## src/rtl/bcdsu_pkg.sv

```systemverilog
// Shared types and constants for the bit count and double shift unit.
`timescale 1ns / 1ps
`default_nettype none
package bcdsu_pkg;

    localparam int unsigned DATA_W  = 64;
    localparam int unsigned HALF_W  = 32;
    localparam int unsigned OP_W    = 3;
    localparam int unsigned COUNT_W = 8;
    localparam int unsigned FLAGS_W = 32;

    typedef enum logic [OP_W-1:0] {
        OP_SHLD   = 3'd0,
        OP_SHRD   = 3'd1,
        OP_POPCNT = 3'd2,
        OP_LZCNT  = 3'd3,
        OP_TZCNT  = 3'd4
    } t_op;

    localparam logic [FLAGS_W-1:0] FLAG_CF = 32'h0000_0001;
    localparam logic [FLAGS_W-1:0] FLAG_PF = 32'h0000_0004;
    localparam logic [FLAGS_W-1:0] FLAG_AF = 32'h0000_0010;
    localparam logic [FLAGS_W-1:0] FLAG_ZF = 32'h0000_0040;
    localparam logic [FLAGS_W-1:0] FLAG_SF = 32'h0000_0080;
    localparam logic [FLAGS_W-1:0] FLAG_OF = 32'h0000_0800;

    localparam logic [FLAGS_W-1:0] POPCNT_CLR =
        FLAG_CF | FLAG_PF | FLAG_AF | FLAG_ZF | FLAG_SF | FLAG_OF;
    localparam logic [FLAGS_W-1:0] BITCNT_CLR = FLAG_CF | FLAG_ZF;

endpackage
`default_nettype wire

```

## src/rtl/bcdsu_in_if.sv

```systemverilog
// Request channel: operation, operands, count and incoming flags.
`timescale 1ns / 1ps
`default_nettype none
interface bcdsu_in_if import bcdsu_pkg::*; ();
    logic               valid;
    logic               ready;
    logic [OP_W-1:0]    operation;
    logic               wide;
    logic [DATA_W-1:0]  dest_value;
    logic [DATA_W-1:0]  source_value;
    logic [COUNT_W-1:0] shift_count;
    logic [FLAGS_W-1:0] flags_in;

    modport source (
        output valid, operation, wide, dest_value, source_value, shift_count, flags_in,
        input  ready
    );
    modport sink (
        input  valid, operation, wide, dest_value, source_value, shift_count, flags_in,
        output ready
    );
endinterface
`default_nettype wire

```

## src/rtl/bcdsu_out_if.sv

```systemverilog
// Response channel: result value, write enable and new flags.
`timescale 1ns / 1ps
`default_nettype none
interface bcdsu_out_if import bcdsu_pkg::*; ();
    logic               valid;
    logic               ready;
    logic [DATA_W-1:0]  result_value;
    logic               write_result;
    logic [FLAGS_W-1:0] flags_out;

    modport source (
        output valid, result_value, write_result, flags_out,
        input  ready
    );
    modport sink (
        input  valid, result_value, write_result, flags_out,
        output ready
    );
endinterface
`default_nettype wire

```

## src/rtl/bit_count_and_double_shift_unit_top.sv

```systemverilog
// A request passes through three register stages from request accept to response valid.
// Throughput: one request per cycle unless stalled; the 128-bit shift window (byte step,
// then bit step) and the byte-wise counters (per-byte stats, combine) each span two stages.
// A stalled response holds every full stage; ready propagates back through the valid bits.
// Reset clears the stage valid bits only; data registers are not reset.
`timescale 1ns / 1ps
`default_nettype none
module bit_count_and_double_shift_unit_top import bcdsu_pkg::*; (
    input  wire         i_clk,
    input  wire         i_rst_n,
    bcdsu_in_if.sink    i_req,
    bcdsu_out_if.source o_rsp
);

    function automatic logic [DATA_W-1:0] bit_rev(input logic [DATA_W-1:0] v);
        logic [DATA_W-1:0] r;
        for (int i = 0; i < DATA_W; i++) begin
            r[i] = v[DATA_W-1-i];
        end
        return r;
    endfunction

    function automatic logic [3:0] byte_ones(input logic [7:0] b);
        logic [3:0] n;
        n = 4'd0;
        for (int i = 0; i < 8; i++) begin
            n = n + {3'd0, b[i]};
        end
        return n;
    endfunction

    function automatic logic [2:0] byte_tz(input logic [7:0] b);
        logic [2:0] n;
        n = 3'd0;
        for (int i = 7; i >= 0; i--) begin
            if (b[i]) begin
                n = 3'(i);
            end
        end
        return n;
    endfunction

    // Stage enables
    logic en1, en2, en3;

    // Stage 1 registers
    logic               r1_v;
    t_op                r1_op;
    logic               r1_wide;
    logic [127:0]       r1_w;
    logic [6:0]         r1_base;
    logic [FLAGS_W-1:0] r1_flags;
    logic               r1_src_zero;
    logic               r1_cnt_nz;

    // Stage 2 registers
    logic               r2_v;
    t_op                r2_op;
    logic               r2_wide;
    logic [70:0]        r2_coarse;
    logic [2:0]         r2_fine;
    logic [FLAGS_W-1:0] r2_flags;
    logic               r2_src_zero;
    logic               r2_cnt_nz;
    logic [3:0]         r2_pop [8];
    logic [2:0]         r2_tz  [8];
    logic [7:0]         r2_nz;

    // Stage 3 (output) registers
    logic               r3_v;
    logic [DATA_W-1:0]  r3_res;
    logic               r3_wr;
    logic [FLAGS_W-1:0] r3_flags;

    assign en3 = !r3_v || o_rsp.ready;
    assign en2 = !r2_v || en3;
    assign en1 = !r1_v || en2;
    assign i_req.ready = en1;

    // ---------------- stage 1: truncate, build shift window ----------------
    logic [HALF_W-1:0]  d32, s32;
    logic [DATA_W-1:0]  src_t;
    logic [5:0]         cnt_m;
    t_op                op_in;
    logic [127:0]       n1_w;
    logic [6:0]         n1_base;

    assign d32   = i_req.dest_value[HALF_W-1:0];
    assign s32   = i_req.source_value[HALF_W-1:0];
    assign src_t = i_req.wide ? i_req.source_value : {32'd0, s32};
    assign cnt_m = i_req.wide ? i_req.shift_count[5:0] : {1'b0, i_req.shift_count[4:0]};
    assign op_in = t_op'(i_req.operation);

    always_comb begin
        n1_w    = '0;
        n1_base = 7'd0;
        case (op_in)
            OP_SHLD: begin
                // result is the top operand-size bits of {dest, src} << count
                n1_w    = i_req.wide ? {i_req.dest_value, i_req.source_value}
                                     : {64'd0, d32, s32};
                n1_base = (i_req.wide ? 7'd64 : 7'd32) - {1'b0, cnt_m};
            end
            OP_SHRD: begin
                n1_w    = i_req.wide ? {i_req.source_value, i_req.dest_value}
                                     : {64'd0, s32, d32};
                n1_base = {1'b0, cnt_m};
            end
            OP_POPCNT: begin
                n1_w = {64'd0, src_t};
            end
            OP_TZCNT: begin
                // a sentinel above a narrow operand stops the count at 32
                n1_w = {64'd0, i_req.wide ? i_req.source_value : {31'd0, 1'b1, s32}};
            end
            OP_LZCNT: begin
                n1_w = {64'd0, bit_rev(i_req.wide ? i_req.source_value
                                                  : {s32, 1'b1, 31'd0})};
            end
            default: begin
                n1_w    = '0;
                n1_base = 7'd0;
            end
        endcase
    end

    always_ff @(posedge i_clk) begin
        if (!i_rst_n) begin
            r1_v <= 1'b0;
        end else if (en1) begin
            r1_v <= i_req.valid;
        end
        if (en1) begin
            r1_op       <= op_in;
            r1_wide     <= i_req.wide;
            r1_w        <= n1_w;
            r1_base     <= n1_base;
            r1_flags    <= i_req.flags_in;
            r1_src_zero <= (src_t == '0);
            r1_cnt_nz   <= (cnt_m != 6'd0);
        end
    end

    // ---------------- stage 2: byte shift, per-byte statistics ----------------
    logic [127:0] coarse_full;
    assign coarse_full = r1_w >> {r1_base[6:3], 3'b000};

    always_ff @(posedge i_clk) begin
        if (!i_rst_n) begin
            r2_v <= 1'b0;
        end else if (en2) begin
            r2_v <= r1_v;
        end
        if (en2) begin
            r2_op       <= r1_op;
            r2_wide     <= r1_wide;
            r2_coarse   <= coarse_full[70:0];
            r2_fine     <= r1_base[2:0];
            r2_flags    <= r1_flags;
            r2_src_zero <= r1_src_zero;
            r2_cnt_nz   <= r1_cnt_nz;
            for (int i = 0; i < 8; i++) begin
                r2_pop[i] <= byte_ones(r1_w[i*8 +: 8]);
                r2_tz[i]  <= byte_tz(r1_w[i*8 +: 8]);
                r2_nz[i]  <= (r1_w[i*8 +: 8] != 8'd0);
            end
        end
    end

    // ---------------- stage 3: bit shift, combine counts, flags ----------------
    logic [70:0]        fine_sh;
    logic [DATA_W-1:0]  shift_res;
    logic [6:0]         pop_sum;
    logic [6:0]         zcnt;
    logic [DATA_W-1:0]  n3_res;
    logic               n3_wr;
    logic [FLAGS_W-1:0] n3_flags;

    assign fine_sh   = r2_coarse >> r2_fine;
    assign shift_res = r2_wide ? fine_sh[63:0] : {32'd0, fine_sh[31:0]};

    always_comb begin
        pop_sum = 7'd0;
        for (int i = 0; i < 8; i++) begin
            pop_sum = pop_sum + {3'd0, r2_pop[i]};
        end
        // lowest nonzero byte wins; all-zero means the full 64
        zcnt = 7'd64;
        for (int i = 7; i >= 0; i--) begin
            if (r2_nz[i]) begin
                zcnt = {1'b0, 3'(i), r2_tz[i]};
            end
        end
    end

    always_comb begin
        n3_res   = '0;
        n3_wr    = 1'b0;
        n3_flags = r2_flags;
        case (r2_op)
            OP_SHLD, OP_SHRD: begin
                n3_res = shift_res;
                n3_wr  = r2_cnt_nz;
            end
            OP_POPCNT: begin
                n3_res   = {57'd0, pop_sum};
                n3_wr    = 1'b1;
                n3_flags = (r2_flags & ~POPCNT_CLR) | ((pop_sum == 7'd0) ? FLAG_ZF : '0);
            end
            OP_LZCNT, OP_TZCNT: begin
                n3_res   = {57'd0, zcnt};
                n3_wr    = 1'b1;
                n3_flags = (r2_flags & ~BITCNT_CLR)
                         | (r2_src_zero ? FLAG_CF : '0)
                         | ((zcnt == 7'd0) ? FLAG_ZF : '0);
            end
            default: begin
                n3_res   = '0;
                n3_wr    = 1'b0;
                n3_flags = r2_flags;
            end
        endcase
    end

    always_ff @(posedge i_clk) begin
        if (!i_rst_n) begin
            r3_v <= 1'b0;
        end else if (en3) begin
            r3_v <= r2_v;
        end
        if (en3) begin
            r3_res   <= n3_res;
            r3_wr    <= n3_wr;
            r3_flags <= n3_flags;
        end
    end

    assign o_rsp.valid        = r3_v;
    assign o_rsp.result_value = r3_res;
    assign o_rsp.write_result = r3_wr;
    assign o_rsp.flags_out    = r3_flags;

    // ---------------- assertions ----------------
    logic       in_acc, out_acc;
    logic [1:0] occ;
    assign in_acc  = i_req.valid && i_req.ready;
    assign out_acc = o_rsp.valid && o_rsp.ready;
    assign occ     = 2'($countones({r1_v, r2_v, r3_v}));

    a_occupancy: assert property (@(posedge i_clk) disable iff (!i_rst_n)
        $past(i_rst_n) |-> 3'(occ) == 3'($past(occ)) + 3'($past(in_acc)) - 3'($past(out_acc)))
        else $error("pipeline occupancy does not match accepted and delivered requests");

    a_enter: assert property (@(posedge i_clk) disable iff (!i_rst_n)
        in_acc |=> r1_v)
        else $error("accepted request did not enter stage 1");

    a_hold: assert property (@(posedge i_clk) disable iff (!i_rst_n)
        r3_v && !o_rsp.ready |=> r3_v && $stable(r3_res) && $stable(r3_flags))
        else $error("stalled response was lost or changed");

    a_reset: assert property (@(posedge i_clk)
        !$past(i_rst_n) |-> !r1_v && !r2_v && !r3_v)
        else $error("stage valid bits set after reset");

endmodule
`default_nettype wire
```

## src/flat_wrapper.sv

```systemverilog
// flat-port wrapper written by rule: the top's interface ports become plain ports
module bit_count_and_double_shift_unit_top_flat import bcdsu_pkg::*;
  (i_clk, i_rst_n, i_req_valid, i_req_operation, i_req_wide, i_req_dest_value, i_req_source_value, i_req_shift_count, i_req_flags_in, i_req_ready, o_rsp_valid, o_rsp_result_value, o_rsp_write_result, o_rsp_flags_out, o_rsp_ready);
  bcdsu_in_if i_req_i ();
  bcdsu_out_if o_rsp_i ();
  input  wire i_clk;
  input  wire i_rst_n;
  input wire logic [$bits(i_req_i.valid)-1:0] i_req_valid;
  input wire logic [$bits(i_req_i.operation)-1:0] i_req_operation;
  input wire logic [$bits(i_req_i.wide)-1:0] i_req_wide;
  input wire logic [$bits(i_req_i.dest_value)-1:0] i_req_dest_value;
  input wire logic [$bits(i_req_i.source_value)-1:0] i_req_source_value;
  input wire logic [$bits(i_req_i.shift_count)-1:0] i_req_shift_count;
  input wire logic [$bits(i_req_i.flags_in)-1:0] i_req_flags_in;
  output wire logic [$bits(i_req_i.ready)-1:0] i_req_ready;
  output wire logic [$bits(o_rsp_i.valid)-1:0] o_rsp_valid;
  output wire logic [$bits(o_rsp_i.result_value)-1:0] o_rsp_result_value;
  output wire logic [$bits(o_rsp_i.write_result)-1:0] o_rsp_write_result;
  output wire logic [$bits(o_rsp_i.flags_out)-1:0] o_rsp_flags_out;
  input wire logic [$bits(o_rsp_i.ready)-1:0] o_rsp_ready;
  assign i_req_i.valid = i_req_valid;
  assign i_req_i.operation = i_req_operation;
  assign i_req_i.wide = i_req_wide;
  assign i_req_i.dest_value = i_req_dest_value;
  assign i_req_i.source_value = i_req_source_value;
  assign i_req_i.shift_count = i_req_shift_count;
  assign i_req_i.flags_in = i_req_flags_in;
  assign i_req_ready = i_req_i.ready;
  assign o_rsp_valid = o_rsp_i.valid;
  assign o_rsp_result_value = o_rsp_i.result_value;
  assign o_rsp_write_result = o_rsp_i.write_result;
  assign o_rsp_flags_out = o_rsp_i.flags_out;
  assign o_rsp_i.ready = o_rsp_ready;
  bit_count_and_double_shift_unit_top u_core (.i_clk(i_clk), .i_rst_n(i_rst_n), .i_req(i_req_i), .o_rsp(o_rsp_i));
endmodule
```

## config.mk

```make
export PLATFORM = sky130hd
export DESIGN_NAME = bit_count_and_double_shift_unit_top_flat
export DESIGN_NICKNAME = d
export VERILOG_FILES = /design/src/rtl/bcdsu_pkg.sv /design/src/rtl/bcdsu_in_if.sv /design/src/rtl/bcdsu_out_if.sv /design/src/rtl/bit_count_and_double_shift_unit_top.sv /design/src/flat_wrapper.sv
export SDC_FILE = /design/constraint.sdc
export NUM_CORES = 1
export LEC_CHECK = 0
export BUFFER_PORTS_ARGS = -buffer_cell sky130_fd_sc_hd__buf_2
export CORE_ASPECT_RATIO = 1.4
export CORE_MARGIN = 4
export CORE_UTILIZATION = 30
export DETAILED_ROUTE_END_ITERATION = 16
export GPL_ROUTABILITY_DRIVEN = 0
export PLACE_DENSITY = 0.59
export SYNTH_ARGS = -nofsm -noshare
export SYNTH_HDL_FRONTEND = slang
export SYNTH_SLANG_ARGS = --single-unit
```

## constraint.sdc

```tcl
create_clock -name i_clk -period 7.3 [get_ports i_clk]
set_input_delay 1.46 -clock i_clk [delete_from_list [all_inputs] [get_ports i_clk]]
set_output_delay 1.46 -clock i_clk [all_outputs]
set_load 0.01 [all_outputs]
```

==> out/results.ini, run 1 <==
[clock_network]
cts.htree.levels=2
cts.path.max_buffers=3
numCtsBuffers=49
clk_pin_slew_worst_paths_ns=0.06
clk_latency_ns=0.62
postCtsSetupBuffers=0
postCtsHoldBufs=0
cts_tree=done
cts_num_sinks=449
cts_resized=0
root_buffer=clkbuf_16

[worst_hold_path]
hp-class=register to register

[synth]
ys.warnings.count=0
synth.area.mux_share=0.198
synth_top_family_by_area=multiplexers
synth_cell_type_count=64
synthXorXnorAreaFrac=0.00486
ys_seq_elements=449
synth_area_leaders=edfxtp_1 (50%), mux2i_1 (9.3%), mux4_2 (8.8%), fa_1 (3.8%), a21oi_1 (3.2%)
synth_top_area_frac=0.496
async_flop_share=0
synth-adder-area-share=0.0600
synth_compound_area_frac=0.120
synth_edf_count=446
yosysSeqAreaShare=0.498
syn_area_per_cell_um2=12.3
synth_top_cell_by_area=edfxtp_1
syn_inst=2200
netlist_area_um2=27000
synthesis.nets=2475
yosys.area_share.simple=0.0708
ys.flop_type=edfxtp_1

[timing]
rsz0062_at_grt=false
fmax_mhz=192
hold_ws_ns=0.415
fin_tns_setup_ns=0
drv_slew=0
tightest_slew_ns=1.03
skew_ns=0.0393
setup_viol=0
hold_viol_final=0
worst_slack_ns=2.09
min_period_ns=5.21
relSlewSlack=0.310
finalCritPeriodShare=0.713

[global_route]
grt_max_degree=147
grt_pass1_wl_mm=129
antenna_found_initial=2
grt.overflow.total=0
first_global_vias=19100
grt_usage=0.184

[layout]
areaGrowthSynthToFinish_pct=15.0
layout_commonest_cell=edfxtp_1
fin_util=0.347
mostFrequentLayoutCells=edfxtp_1 (446), buf_2 (270), mux2i_1 (252)
multi_input_area_um2=12300
num_antenna_cells=0
final-seq-area_um2=13500
n_fill_cell=8900
final-instance-count-excl-fill=3625
finish.net_count=2673
drive_gt1_frac=0.220
stdcell_area_um2=31100

[critical_path]
path_max_fanout=4
cpMaxStageDelayCell=a2111oi_0
worstPathArrival_ns=5.51
startpoint_type=register
crit_required_ns=7.60
crit_top_cell=fa_1
worstSetupPathType=register to register
path_cells=ha_1, a21o_1, a21oi_1, xor2_1, fa_1, fa_1, fa_1, inv_1, fa_1, ha_1, o21ai_0, o211a_1, a2111oi_0, o311ai_0
max_stage_delay_ns=0.81
crit_path_end_kind=register

[floorplanning]
die_w_um=262
die_h_um=363
rows=130
initial_utilization=0.301
io_pins=275
die_area_um2=95000
coreArea_um2=89600

[placement]
port_buffers=272
dp_worst_setup_slack_ns=2.15
post-place-cells=3535
place_area_um2=29400
dp_hpwl_mm=69.5

[detailed_routing]
drt-vias-per-instance=5.48
ant_nets=0
drt_iter0_drc=2279
dr.pass1.iters=5
dr_total_vias=19900
drc=0
wl_per_cell_um=25.1
wl_mm=90.9

[run]
max_cap_viol_count=0

[power]
p_per_area_nw_per_um2=310
p_leak_nw=12.3
p_total_mw=9.63
peakVddDrop_mv=0.630

[outcome]
status=finished clean

==> area by class of cell <==
| cell class | instances | share of cell area |
|---|---|---|
| sequential | 449 | 0.433 |
| multi-input combinational | 1454 | 0.397 |
| timing repair buffer | 302 | 0.0524 |
| tap | 1188 | 0.0478 |
| clock buffer | 58 | 0.0412 |
| inverter | 142 | 0.0172 |
| clock inverter | 32 | 0.0113 |
==> worst max-delay path, delay by kind of cell (launching register included) <==
| kind | cells | cell delay [ns] |
|---|---|---|
| flip-flops | 1 | 0.39 |
| AO/OA/AOI/OAI | 6 | 1.70 |
| XOR/XNOR | 1 | 0.22 |
| buffers and inverters | 1 | 0.05 |
| adder cells (fa/ha/maj) | 6 | 2.53 |
==> cells by family (layout without fill, tap and decap cells) <==
| logic type | after synthesis | after routing |
|---|---|---|
| buf+inv | 297 | 534 |
| xor+xnor | 15 | 15 |
| mux | 398 | 398 |
| flops | 449 | 449 |
| compound gates | 505 | 505 |
| fa+ha+maj | 99 | 99 |
| simple gates | 437 | 437 |
==> synth_stat cells, types with 17 or more instances <==
library cell / instances
nor2b_1: 24
nand2_1: 111
nor2_1: 220
fa_1: 51
o22ai_1: 22
a211oi_1: 27
mux2i_1: 252
buf_4: 19
buf_2: 49
edfxtp_1: 446
mux4_2: 105
mux2_2: 39
a22oi_1: 41
clkbuf_1: 70
nor4_1: 27
a21oi_1: 175
a221o_1: 38
o21ai_0: 88
a22o_1: 31
ha_1: 48
a31oi_1: 17
inv_1: 140
==> final timing paths <==
| check | startpoint | endpoint | slack (ns) | depth (start not counted) |
|---|---|---|---|---|
| setup / recovery | u_core.r2_pop[0][1]$_DFFE_PP_ | u_core.o_rsp.result_value[6]$_SDFFCE_PN0P_ | 2.09 | 14 |
| hold / removal | u_core.r1_flags[25]$_DFFE_PP_ | u_core.r2_flags[25]$_DFFE_PP_ | 0.41 | 0 |
| setup reg to reg | u_core.r2_pop[0][1]$_DFFE_PP_ | u_core.o_rsp.result_value[6]$_SDFFCE_PN0P_ | 2.09 | 14 |
| hold reg to reg | u_core.r1_flags[25]$_DFFE_PP_ | u_core.r2_flags[25]$_DFFE_PP_ | 0.41 | 0 |
==> metal layers <==
layer  vias up  wire (um)  track usage
met5         -         31            0
met4         4       6170        0.102
li1       8764          -            -
met2      1171      41200        0.293
met3       243       7820       0.0304
met1      9674      35700        0.238
==> sequential cells by signal (all words and copies together) (netlist names), 3 cells and up <==
name / cells
u_core.r1_base: 7
u_core.r2_fine: 3
u_core.r2_nz: 8
u_core.r1_op: 3
u_core.o_rsp.flags_out: 32
u_core.r2_tz: 24
u_core.r1_w: 128
u_core.r2_flags: 32
u_core.r1_flags: 32
u_core.r2_op: 3
u_core.r2_pop: 32
u_core.o_rsp.result_value: 64
u_core.r2_coarse: 71
==> power breakdown <==
| part | switching [mW] | internal (mW) | leakage, nW |
|---|---|---|---|
| clock | 1.05 | 1.48 | 0.780 |
| combinational | 2.09 | 1.57 | 6.43 |
| sequential | 0.255 | 3.18 | 5.05 |
Power figures use the tool's default switching activity.
==> run 2: changes to the inputs <==
--- a/config.mk
+++ b/config.mk
@@ -11,7 +11,7 @@
 export CORE_UTILIZATION = 30
 export DETAILED_ROUTE_END_ITERATION = 16
 export GPL_ROUTABILITY_DRIVEN = 0
-export PLACE_DENSITY = 0.59
+export PLACE_DENSITY = 0.57
 export SYNTH_ARGS = -nofsm -noshare
 export SYNTH_HDL_FRONTEND = slang
 export SYNTH_SLANG_ARGS = --single-unit
==> constraint.sdc (replaced) <==
create_clock -name i_clk -period 5.2 [get_ports i_clk]
set_input_delay 1.04 -clock i_clk [delete_from_list [all_inputs] [get_ports i_clk]]
set_output_delay 1.04 -clock i_clk [all_outputs]
set_load 0.01 [all_outputs]
==> run 2 against run 1 <==
Effect of this change:
- clock power up 40%
- flip-flop and latch count unchanged
- combinational power up 42%
- fmax up 5.8%
- count of clock-buffer cells in the layout down 7
- total power up 41%
- first-iteration DRC count up 3.2%
- hold slack worse by 0.017 ns
- worst setup slack worse by 1.8 ns
- non-clock buffer count down 5
- register-to-register slack worse by 1.8 ns
- routed wire length about the same
- critical path type unchanged
- largest power group unchanged
==> out/results.ini, run 2 (synthesized netlist as in run 1, its figures left out) <==
[clock_network]
root_buffer=clkbuf_16
cts.htree.levels=2
clk_pin_slew_worst_paths_ns=0.07
postCtsSetupBuffers=0
postCtsHoldBufs=0
clk_latency_ns=0.60
cts_resized=0
numCtsBuffers=45
cts_num_sinks=449
cts_tree=done
cts.path.max_buffers=3

[timing]
min_period_ns=4.92
tightest_slew_ns=1.21
relSlewSlack=0.193
fin_tns_setup_ns=0
hold_viol_final=0
setup_viol=0
hold_ws_ns=0.398
drv_slew=0
fmax_mhz=203
skew_ns=0.0291
finalCritPeriodShare=0.946
rsz0062_at_grt=false

[run]
max_cap_viol_count=0

[critical_path]
crit_path_end_kind=register
reg2reg_from=u_core.r2_pop[0][1]$_DFFE_PP_
worstPathArrival_ns=5.21
timing.rr.end=u_core.o_rsp.result_value[6]$_SDFFCE_PN0P_
startpoint_type=register
rrSetupSlack_ns=0.28
path_max_fanout=4
crit_required_ns=5.49
rr_worst_depth=14
worstSetupPathType=register to register

[power]
p_leak_nw=12.2
p_per_area_nw_per_um2=437
peakVddDrop_mv=1.15
p_total_mw=13.6

[worst_hold_path]
hold_depth=0
min_to=u_core.o_rsp.flags_out[21]$_DFFE_PP_
worstHoldStart=u_core.r2_flags[21]$_DFFE_PP_
hp-class=register to register

[global_route]
grt_max_degree=177
grt_usage=0.185
first_global_vias=19500
antenna_found_initial=9
grt_pass1_wl_mm=131
grt.overflow.total=0

[detailed_routing]
drt-vias-per-instance=5.49
wl_per_cell_um=25.1
drc=0
dr.pass1.iters=6
ant_nets=0
drt_iter0_drc=2353
wl_mm=90.8
dr_total_vias=19800

[floorplanning]
coreArea_um2=89600
die_h_um=363
rows=130
die_area_um2=95000
die_w_um=262
io_pins=275
initial_utilization=0.301

[layout]
drive_gt1_frac=0.218
num_antenna_cells=0
areaGrowthSynthToFinish_pct=14.7
largest_reg_flops=128
largest-register=u_core.r1_w
finish.net_count=2664
mostFrequentLayoutCells=edfxtp_1 (446), buf_2 (270), mux2i_1 (252)
n_fill_cell=8798
layout_commonest_cell=edfxtp_1

[outcome]
status=finished clean

[placement]
dp_hpwl_mm=70.3
port_buffers=272

run 2: changes by cell type in the layout (fill, tap and decap cells not counted), moves of 2 or more:
cell	previous run	this run
buf_4	29	24
clkbuf_16	50	46
clkinvlp_4	7	3
bufinv_16	6	9
clkbuf_1	8	5
clkinv_2	8	5
clkinv_4	1	4
clkinv_1	6	4
run 2: where the power goes:
group	leakage (nW)	internal, mW	switching, mW
Clock	0.774	2.09	1.44
Sequential	5.05	4.46	0.359
Combinational	6.39	2.22	2.99
Total	12.2	8.77	4.79
run 2: how the worst max path moves through the flow:
stage                                        from                                          to  slack, ns  depth (start not counted)
floorplan                             o_rsp_ready             u_core.r1_base[0]$_SDFFCE_PN0P_       0.31                          2
global placement    u_core.r2_pop[0][1]$_DFFE_PP_  u_core.o_rsp.result_value[6]$_SDFFCE_PN0P_       0.35                         14
detailed placement  u_core.r2_pop[0][1]$_DFFE_PP_  u_core.o_rsp.result_value[6]$_SDFFCE_PN0P_       0.22                         14
CTS                 u_core.r2_pop[0][1]$_DFFE_PP_  u_core.o_rsp.result_value[6]$_SDFFCE_PN0P_       0.21                         14
global route        u_core.r2_pop[0][5]$_DFFE_PP_  u_core.o_rsp.result_value[6]$_SDFFCE_PN0P_        0.1                         14
finish              u_core.r2_pop[0][1]$_DFFE_PP_  u_core.o_rsp.result_value[6]$_SDFFCE_PN0P_       0.28                         14
run 2: critical path, stage by stage, from the launching register on:
cell and delay, ns:
edfxtp_1 0.39, ha_1 0.31, a21o_1 0.18, a21oi_1 0.16
xor2_1 0.19, fa_1 0.45, fa_1 0.47, fa_1 0.49
inv_1 0.05, fa_1 0.44, ha_1 0.38, o21ai_0 0.14
o211a_1 0.25, a2111oi_1 0.52, o311ai_0 0.20
run 2: cell type report:
| type | count | area (um^2) | share of cell area |
|---|---|---|---|
| Timing Repair Buffer | 297 | 1590 | 0.0513 |
| Clock inverter | 30 | 433 | 0.0140 |
| Sequential cell | 449 | 13500 | 0.434 |
| Multi-Input combinational cell | 1454 | 12300 | 0.398 |
| Clock buffer | 51 | 1170 | 0.0377 |
| Inverter | 142 | 536 | 0.0173 |
| Tap cell | 1188 | 1490 | 0.0480 |
run 2: stage by stage:
step | cell area (um^2) | worst slack, ns | cells | utilization
2_1_floorplan | 27000 | 0.309 | 2200 | -
3_3_place_gp | 29400 | 0.346 | 3530 | 0.328
3_5_place_dp | 29400 | 0.224 | 3530 | 0.328
4_1_cts | 31000 | 0.215 | 3611 | 0.346
5_1_grt | 31000 | 0.0983 | 3611 | 0.346
6_report | 31000 | 0.279 | 3611 | 0.346
run 2: layer usage:
layer,vias to the layer above,wire length [um],GRT usage
li1,8739,-,-
met1,9679,35900,0.237
met2,1150,41600,0.299
met3,265,7370,0.0317
met4,2,5900,0.0966
met5,-,13,0
